[src/sv/ccfr_pkg.sv]
`timescale 1ns / 1ps
`default_nettype none
// ---------------------------------------------------------------------------
// ccfr_pkg: shared types and helpers for the COBS/CRC-16 frame receiver
// Frame status codes, result word layout and the byte-wide CRC update.
// ---------------------------------------------------------------------------
package ccfr_pkg;

	typedef enum logic [2:0] {
		ST_OK       = 3'd0,
		ST_CRC      = 3'd1,
		ST_SHORT    = 3'd2,
		ST_TRUNC    = 3'd3,
		ST_OVERFLOW = 3'd4
	} status_t;

	typedef struct packed {
		logic [7:0] payload_byte;
		logic       frame_end;
		status_t    frame_status;
	} result_t;

	localparam logic [7:0]  DELIM     = 8'h00;
	localparam logic [7:0]  CODE_MAX  = 8'hFF;
	localparam logic [15:0] CRC_POLY  = 16'h1021;
	localparam logic [15:0] CRC_INIT  = 16'hFFFF;

	// CRC-16/CCITT-FALSE, one byte, MSB first
	function automatic logic [15:0] crc_byte(input logic [15:0] crc, input logic [7:0] b);
		logic [15:0] c;
		c = crc ^ {b, 8'h00};
		for (int k = 0; k < 8; k++) begin
			if (c[15]) begin
				c = {c[14:0], 1'b0} ^ CRC_POLY;
			end else begin
				c = {c[14:0], 1'b0};
			end
		end
		return c;
	endfunction

endpackage
`default_nettype wire

[src/sv/ccfr_if.sv]
`timescale 1ns / 1ps
`default_nettype none
// ---------------------------------------------------------------------------
// ccfr_if: valid/ready channels of the frame receiver
// Link byte channel in, decoded word/status channel out.
// ---------------------------------------------------------------------------
interface ccfr_byte_if;
	logic       valid;
	logic       ready;
	logic [7:0] raw_byte;

	modport source (output valid, output raw_byte, input ready);
	modport sink   (input valid, input raw_byte, output ready);
endinterface

interface ccfr_result_if;
	logic       valid;
	logic       ready;
	logic [7:0] payload_byte;
	logic       frame_end;
	logic [2:0] frame_status;

	modport source (output valid, output payload_byte, output frame_end,
		output frame_status, input ready);
	modport sink   (input valid, input payload_byte, input frame_end,
		input frame_status, output ready);
endinterface
`default_nettype wire

[src/sv/ccfr_frame_decoder.sv]
`timescale 1ns / 1ps
`default_nettype none
// ---------------------------------------------------------------------------
// ccfr_frame_decoder: per-byte COBS decode, CRC hold-back and frame status
// Updates frame state once per step and offers at most one result word.
// ---------------------------------------------------------------------------
module ccfr_frame_decoder #(
	parameter int MAX_PAYLOAD = 256,
	parameter int MIN_HEADER  = 8
) (
	input  wire logic              clk,
	input  wire logic              arst_n,
	input  wire logic              step,
	input  wire logic [7:0]        raw_byte,
	output logic                   res_valid,
	output ccfr_pkg::result_t      res
);

	localparam int RAW_CAP   = 2 * MAX_PAYLOAD + 4;
	localparam int DEC_CAP   = MAX_PAYLOAD + 2;
	localparam int SHORT_MIN = MIN_HEADER + 2;
	localparam int RCW       = $clog2(RAW_CAP + 1);
	// counter must also hold the short-frame threshold
	localparam int DCW       = $clog2(((DEC_CAP > SHORT_MIN) ? DEC_CAP : SHORT_MIN) + 1);

	logic [RCW-1:0] raw_count_q,   raw_count_d;
	logic [DCW-1:0] dec_count_q,   dec_count_d;
	logic [7:0]     group_left_q,  group_left_d;
	logic           zero_pend_q,   zero_pend_d;
	logic           overflow_q,    overflow_d;
	logic [15:0]    crc_q,         crc_d;
	logic [7:0]     hold0_q,       hold0_d;
	logic [7:0]     hold1_q,       hold1_d;

	logic           push;
	logic [7:0]     push_byte;
	logic [15:0]    rx_crc;

	assign rx_crc = {hold1_q, hold0_q};

	always_comb begin
		raw_count_d  = raw_count_q;
		dec_count_d  = dec_count_q;
		group_left_d = group_left_q;
		zero_pend_d  = zero_pend_q;
		overflow_d   = overflow_q;
		crc_d        = crc_q;
		hold0_d      = hold0_q;
		hold1_d      = hold1_q;
		push         = 1'b0;
		push_byte    = ccfr_pkg::DELIM;
		res_valid    = 1'b0;
		res          = '{payload_byte: 8'h00, frame_end: 1'b0,
			frame_status: ccfr_pkg::ST_OK};

		if (raw_byte == ccfr_pkg::DELIM) begin
			if (raw_count_q != '0) begin
				res_valid     = 1'b1;
				res.frame_end = 1'b1;
				if (overflow_q) begin
					res.frame_status = ccfr_pkg::ST_OVERFLOW;
				end else if (group_left_q != 8'h00) begin
					res.frame_status = ccfr_pkg::ST_TRUNC;
				end else if (dec_count_q < DCW'(SHORT_MIN)) begin
					res.frame_status = ccfr_pkg::ST_SHORT;
				end else if (rx_crc == crc_q) begin
					res.frame_status = ccfr_pkg::ST_OK;
				end else begin
					res.frame_status = ccfr_pkg::ST_CRC;
				end
			end
			raw_count_d  = '0;
			dec_count_d  = '0;
			group_left_d = 8'h00;
			zero_pend_d  = 1'b0;
			overflow_d   = 1'b0;
			crc_d        = ccfr_pkg::CRC_INIT;
			hold0_d      = 8'h00;
			hold1_d      = 8'h00;
		end else if (!overflow_q) begin
			if (raw_count_q >= RCW'(RAW_CAP)) begin
				overflow_d = 1'b1;
			end else begin
				raw_count_d = raw_count_q + RCW'(1);
				if (group_left_q == 8'h00) begin
					// code byte: flush the zero owed by the last short group
					push         = zero_pend_q;
					push_byte    = ccfr_pkg::DELIM;
					group_left_d = raw_byte - 8'd1;
					zero_pend_d  = (raw_byte != ccfr_pkg::CODE_MAX);
				end else begin
					push         = 1'b1;
					push_byte    = raw_byte;
					group_left_d = group_left_q - 8'd1;
				end
			end

			if (push) begin
				if (dec_count_q >= DCW'(DEC_CAP)) begin
					overflow_d = 1'b1;
				end else begin
					dec_count_d = dec_count_q + DCW'(1);
					if (dec_count_q >= DCW'(2)) begin
						res_valid        = 1'b1;
						res.payload_byte = hold0_q;
						crc_d            = ccfr_pkg::crc_byte(crc_q, hold0_q);
						hold0_d          = hold1_q;
						hold1_d          = push_byte;
					end else if (dec_count_q[0]) begin
						hold1_d = push_byte;
					end else begin
						hold0_d = push_byte;
					end
				end
			end
		end
	end

	always_ff @(posedge clk or negedge arst_n) begin
		if (!arst_n) begin
			raw_count_q  <= '0;
			dec_count_q  <= '0;
			group_left_q <= 8'h00;
			zero_pend_q  <= 1'b0;
			overflow_q   <= 1'b0;
			crc_q        <= ccfr_pkg::CRC_INIT;
			hold0_q      <= 8'h00;
			hold1_q      <= 8'h00;
		end else if (step) begin
			raw_count_q  <= raw_count_d;
			dec_count_q  <= dec_count_d;
			group_left_q <= group_left_d;
			zero_pend_q  <= zero_pend_d;
			overflow_q   <= overflow_d;
			crc_q        <= crc_d;
			hold0_q      <= hold0_d;
			hold1_q      <= hold1_d;
		end
	end

endmodule
`default_nettype wire

[src/sv/cobs_crc16_frame_receiver.sv]
`timescale 1ns / 1ps
`default_nettype none
// ---------------------------------------------------------------------------
// cobs_crc16_frame_receiver: streaming COBS decoder with CRC-16 frame check
// Decodes delimited COBS frames byte by byte, streams payload words and ends
// each non-empty frame with one status word.
// ---------------------------------------------------------------------------
//  channel | dir | payload                                  | word
//  link    | in  | raw_byte[7:0]                            | one link byte, 0 = delimiter
//  frame   | out | payload_byte[7:0], frame_end, status[2:0] | payload or end-of-frame
//
//  One link byte per cycle sustained while frame is ready; link to frame
//  passes the input register, then the result register after the decode logic.
//  A byte that produces no word (code bytes, held-back CRC bytes, discards)
//  just passes through. Stalls on frame back up into link only when both
//  registers are full. arst_n clears all frame state and empties both stages.
// ---------------------------------------------------------------------------
module cobs_crc16_frame_receiver #(
	parameter int MAX_PAYLOAD = 256,
	parameter int MIN_HEADER  = 8
) (
	input  wire logic      clk,
	input  wire logic      arst_n,
	ccfr_byte_if.sink      link,
	ccfr_result_if.source  frame
);

	// input stage
	logic       valid_s1;
	logic [7:0] byte_s1;

	// result stage
	logic              out_valid_q;
	ccfr_pkg::result_t out_q;

	logic              advance;   // result register can take a new word
	logic              step;      // stage-1 byte is processed this cycle
	logic              res_valid;
	ccfr_pkg::result_t res;

	assign advance    = !out_valid_q || frame.ready;
	assign step       = valid_s1 && advance;
	assign link.ready = !valid_s1 || advance;

	always_ff @(posedge clk or negedge arst_n) begin
		if (!arst_n) begin
			valid_s1 <= 1'b0;
		end else if (link.ready) begin
			valid_s1 <= link.valid;
		end
	end

	always_ff @(posedge clk) begin
		if (link.valid && link.ready) begin
			byte_s1 <= link.raw_byte;
		end
	end

	// COBS decode, hold-back of the trailing CRC and status at the delimiter
	ccfr_frame_decoder #(
		.MAX_PAYLOAD (MAX_PAYLOAD),
		.MIN_HEADER  (MIN_HEADER)
	) u_dec (
		.clk       (clk),
		.arst_n    (arst_n),
		.step      (step),
		.raw_byte  (byte_s1),
		.res_valid (res_valid),
		.res       (res)
	);

	// result register: new word only when the previous one has left
	always_ff @(posedge clk or negedge arst_n) begin
		if (!arst_n) begin
			out_valid_q <= 1'b0;
		end else if (advance) begin
			out_valid_q <= step && res_valid;
		end
	end

	always_ff @(posedge clk) begin
		if (step && res_valid) begin
			out_q <= res;
		end
	end

	assign frame.valid        = out_valid_q;
	assign frame.payload_byte = out_q.payload_byte;
	assign frame.frame_end    = out_q.frame_end;
	assign frame.frame_status = out_q.frame_status;

endmodule
`default_nettype wire
[src/flat_wrapper.sv]
// flat-port wrapper written by rule: the top's interface ports become plain ports
module cobs_crc16_frame_receiver_flat 
#(
	parameter int MAX_PAYLOAD = 256,
	parameter int MIN_HEADER  = 8
)
  (clk, arst_n, link_valid, link_raw_byte, link_ready, frame_valid, frame_payload_byte, frame_frame_end, frame_frame_status, frame_ready);
  ccfr_byte_if link_i ();
  ccfr_result_if frame_i ();
  input  wire logic clk;
  input  wire logic arst_n;
  input wire logic [$bits(link_i.valid)-1:0] link_valid;
  input wire logic [$bits(link_i.raw_byte)-1:0] link_raw_byte;
  output wire logic [$bits(link_i.ready)-1:0] link_ready;
  output wire logic [$bits(frame_i.valid)-1:0] frame_valid;
  output wire logic [$bits(frame_i.payload_byte)-1:0] frame_payload_byte;
  output wire logic [$bits(frame_i.frame_end)-1:0] frame_frame_end;
  output wire logic [$bits(frame_i.frame_status)-1:0] frame_frame_status;
  input wire logic [$bits(frame_i.ready)-1:0] frame_ready;
  assign link_i.valid = link_valid;
  assign link_i.raw_byte = link_raw_byte;
  assign link_ready = link_i.ready;
  assign frame_valid = frame_i.valid;
  assign frame_payload_byte = frame_i.payload_byte;
  assign frame_frame_end = frame_i.frame_end;
  assign frame_frame_status = frame_i.frame_status;
  assign frame_i.ready = frame_ready;
  cobs_crc16_frame_receiver #(.MAX_PAYLOAD(MAX_PAYLOAD), .MIN_HEADER(MIN_HEADER)) u_core (.clk(clk), .arst_n(arst_n), .link(link_i), .frame(frame_i));
endmodule
[config.mk]
export PLATFORM = sky130hd
export DESIGN_NAME = cobs_crc16_frame_receiver_flat
export DESIGN_NICKNAME = d
export VERILOG_FILES = /design/src/sv/ccfr_pkg.sv /design/src/sv/ccfr_if.sv /design/src/sv/ccfr_frame_decoder.sv /design/src/sv/cobs_crc16_frame_receiver.sv /design/src/flat_wrapper.sv
export SDC_FILE = /design/constraint.sdc
export NUM_CORES = 1
export LEC_CHECK = 0
export ABC_CLOCK_PERIOD_IN_PS = 7450
export BUFFER_PORTS_ARGS = -buffer_cell sky130_fd_sc_hd__buf_2
export CAP_MARGIN = 20
export CORE_MARGIN = 2
export CORE_UTILIZATION = 50
export CTS_CLUSTER_SIZE = 40
export DETAILED_ROUTE_END_ITERATION = 10
export PLACE_DENSITY = 0.78
export SYNTH_ARGS = -nofsm -noshare
export SYNTH_HDL_FRONTEND = slang
export SYNTH_SLANG_ARGS = --single-unit
[constraint.sdc]
create_clock -name clk -period 7.45 [get_ports clk]
set_clock_uncertainty 0.15 [all_clocks]
set_input_delay 0.745 -clock clk [delete_from_list [all_inputs] [get_ports clk]]
set_output_delay 0.745 -clock clk [all_outputs]
set_load 0.01 [all_outputs]
==> metrics.cfg <==
[outcome]
status=complete, no violations

[logic_synthesis]
syn_inst=434
synth_edf_count=20
yosysUniqueCellTypes=51
synth_fp_nets=450
synth-seq-area-share=0.483
postSynthAreaPerCell_um2=10.5
yosys-top-cells-area=dfrtp_1 (26%), edfxtp_1 (13%), dfstp_2 (9.2%)
synth_top_area_frac=0.259
synthArstFlopShare=0.759
syn_area_um2=4550
synth_seq_cells=83
synth_top_area_cell=dfrtp_1
synth_warnings=0
ys_dominant_reg_cell=dfrtp_1

[sta]
tns_ns=0
slew_headroom=0.263
finalHoldViolCount=0
worst_slew_pin_slew_ns=1.09
fin_crit_ns=3.87
drv_slew=0
fin_hold_ws_ns=0.371
max_freq_ghz=0.259
finalSetupViolCount=0
rsz0062_at_grt=no
fin_crit_sh=0.519

[routing]
routedWlPerCell_um=18.5
first_iter_violations=282
wirelength_mm=10.5
drc=0
via_per_inst=6.32
drtPass1Iterations=5
drtAntennaViolNets=0
num_vias=3597

[global_route]
grt_overflow=0
grt_pass1_wl_mm=17.5
antenna_found_initial=0
grt_pass1_vias=3429
grt_max_degree=64
grt_use_total=0.223

[finish]
seq_area_um2=2200
most-common-layout-cells=dfrtp_1 (47), nand2_1 (39), a21oi_1 (29)
drive_gt1_frac=0.202
final_common_cell=dfrtp_1
nFillCells=753
syn2layout_area_growth_pct=10.9
num_antenna_cells=0
multiInputGateArea_um2=2220
nNetsFinal=472

[power]
ir_drop_mv=0.157
p_clk_frac=0.241
power.switching_mw=0.656
seq_power_share=0.371
switching_share=0.366
p_int_mw=1.14
power.leakage_nw=2.19
power.density_nw_per_um2=355
comb_power_share=0.388

[setup_path]
cp_max_fo=16
path_cells=or4_4, o41a_1, or4_1, o31ai_4, mux2_2
r2r_start=u_core.u_dec.raw_count_q[5]
cp_slowest_stage_delay_ns=0.95
endpoint=u_core.u_dec.crc_q[6]
worst_setup_path_end_kind=flop
cp.required_ns=7.60
cp-start-kind=flop
reg2reg_slack_ns=3.58
crit_family=compound AO/OA/AOI/OAI gates
path_buf_inv=0
reg2reg_depth=5
path_class=reg -> reg
critical_path.startpoint=u_core.u_dec.raw_count_q[5]
r2r_end=u_core.u_dec.crc_q[6]
cp_slowest_cell=o31ai_4
cp_data_arrival_time_ns=4.01
crit_cells=5

[place]
placement.io_buffers=25
post-dp-hpwl_mm=7.21
gp_congestion=0.879

[clock_network]
post_cts_resize_count=0
hold_buffers=0
clkSlewWorstSetupHoldPaths_ns=0.09
cts_tree=done
clk_path_buf_depth=2
cts_setup_buffers=0
cts-root-buf=clkbuf_8
cts_buffers=9
cts.sink_count=83
cts-htree-levels=3
clock_latency_ns=0.37

[floorplanning]
die-area_um2=9880
rows=34
io_pins=26
die_h_um=99.4
core_area_um2=8760
start_util=0.519
die_w_um=99.4

[flow_run]
cap_violations=0

[hold_path]
hold_class=reg -> reg

-- synth_stat cells (3+ instances only) --
cell type and count:
o211ai_1 5, nor2_1 19, a31oi_1 3, dfrtp_1 47
inv_1 12, a32o_1 5, nand4b_1 3, o31ai_1 4
dfstp_2 16, mux2i_1 12, mux2_4 5, a22o_1 4
ha_1 4, or4_1 7, nand4_1 9, a21oi_1 29
a211oi_1 3, nand2b_1 6, o21ai_0 10, and2_1 5
clkbuf_1 19, xnor2_1 18, a221o_1 5, o2bb2ai_1 8
nand2_1 39, xor2_1 23, and3_1 14, or3_1 8
nor3_1 10, nor4_1 11, edfxtp_1 20, nand3_1 11
mux2_2 15, a31o_2 3
-- cell type report --
class / instances / share of cell area
Clock buffer: 10 / 0.0253
Clock inverter: 6 / 0.0273
Inverter: 12 / 0.00892
Multi-Input combinational cell: 317 / 0.439
Sequential cell: 83 / 0.435
Tap cell: 108 / 0.0268
Timing Repair Buffer: 33 / 0.0374
-- sequential cells by signal (all words and copies together) (netlist names) --
signal,cells
u_core.u_dec.crc_q,16
u_core.u_dec.raw_count_q,10
u_core.u_dec.dec_count_q,9
u_core.byte_s1,8
u_core.frame.payload_byte,8
u_core.u_dec.group_left_q,8
u_core.u_dec.hold0_q,8
u_core.u_dec.hold1_q,8
u_core.frame.frame_status,3
u_core.frame.frame_end,1
u_core.frame.valid,1
u_core.u_dec.overflow_q,1
u_core.u_dec.zero_pend_q,1
u_core.valid_s1,1
-- cells by family after synthesis --
kind of cell	Yosys count	share of synthesized area
compound gates	90	0.140
xor+xnor	41	0.0789
fa+ha+maj	4	0.0110
buf+inv	34	0.0325
flops	83	0.483
mux	32	0.0800
simple gates	150	0.175
-- worst min path at each step --
stage,from,end,slack [ns],depth (start not counted)
after CTS,u_core.u_dec.crc_q[9],u_core.u_dec.crc_q[9],0.38,2
after global routing,link_raw_byte[3],u_core.byte_s1[3],0.38,1
after detailed placement,u_core.u_dec.group_left_q[6],u_core.u_dec.group_left_q[6],0.36,1
final,u_core.u_dec.crc_q[3],u_core.u_dec.crc_q[3],0.37,2
after floorplan,arst_n,u_core.frame.valid,0.30,0
after global placement,u_core.u_dec.crc_q[3],u_core.u_dec.crc_q[3],0.33,2
-- worst reg2reg max path, cell delays in order (launching register included) --
cell	delay [ns]
dfrtp_1	0.42
or4_4	0.55
o41a_1	0.46
or4_1	0.84
o31ai_4	0.95
mux2_2	0.43
-- power groups by stage --
stage	logic [mW]	registers, mW	clock network [mW]
floorplan	0.564	0.631	0
global placement	0.657	0.663	0
detailed placement	0.674	0.669	0
CTS	0.683	0.661	0.436
global route	0.770	0.676	0.452
finish	0.697	0.666	0.432
-- stage by stage --
stage / worst slack (ns) / instance area (µm²) / power [mW] / std cells / util
CTS: 3.59 / 5040 / 1.78 / 568 / 0.575
finish: 3.58 / 5050 / 1.79 / 569 / 0.576
floorplan: 4.24 / 4550 / 1.19 / 434 / -
detailed placement: 3.60 / 4770 / 1.34 / 552 / 0.544
global route: 3.44 / 5050 / 1.90 / 569 / 0.576
global placement: 3.69 / 4770 / 1.32 / 552 / 0.544
-- metal layers --
layer	global-route usage	wire, µm
met1	0.319	4900
met2	0.346	4870
met3	0.0401	620
met4	0.0738	142
met5	0	0
No activity file was read; power rests on OpenSTA's default activity.
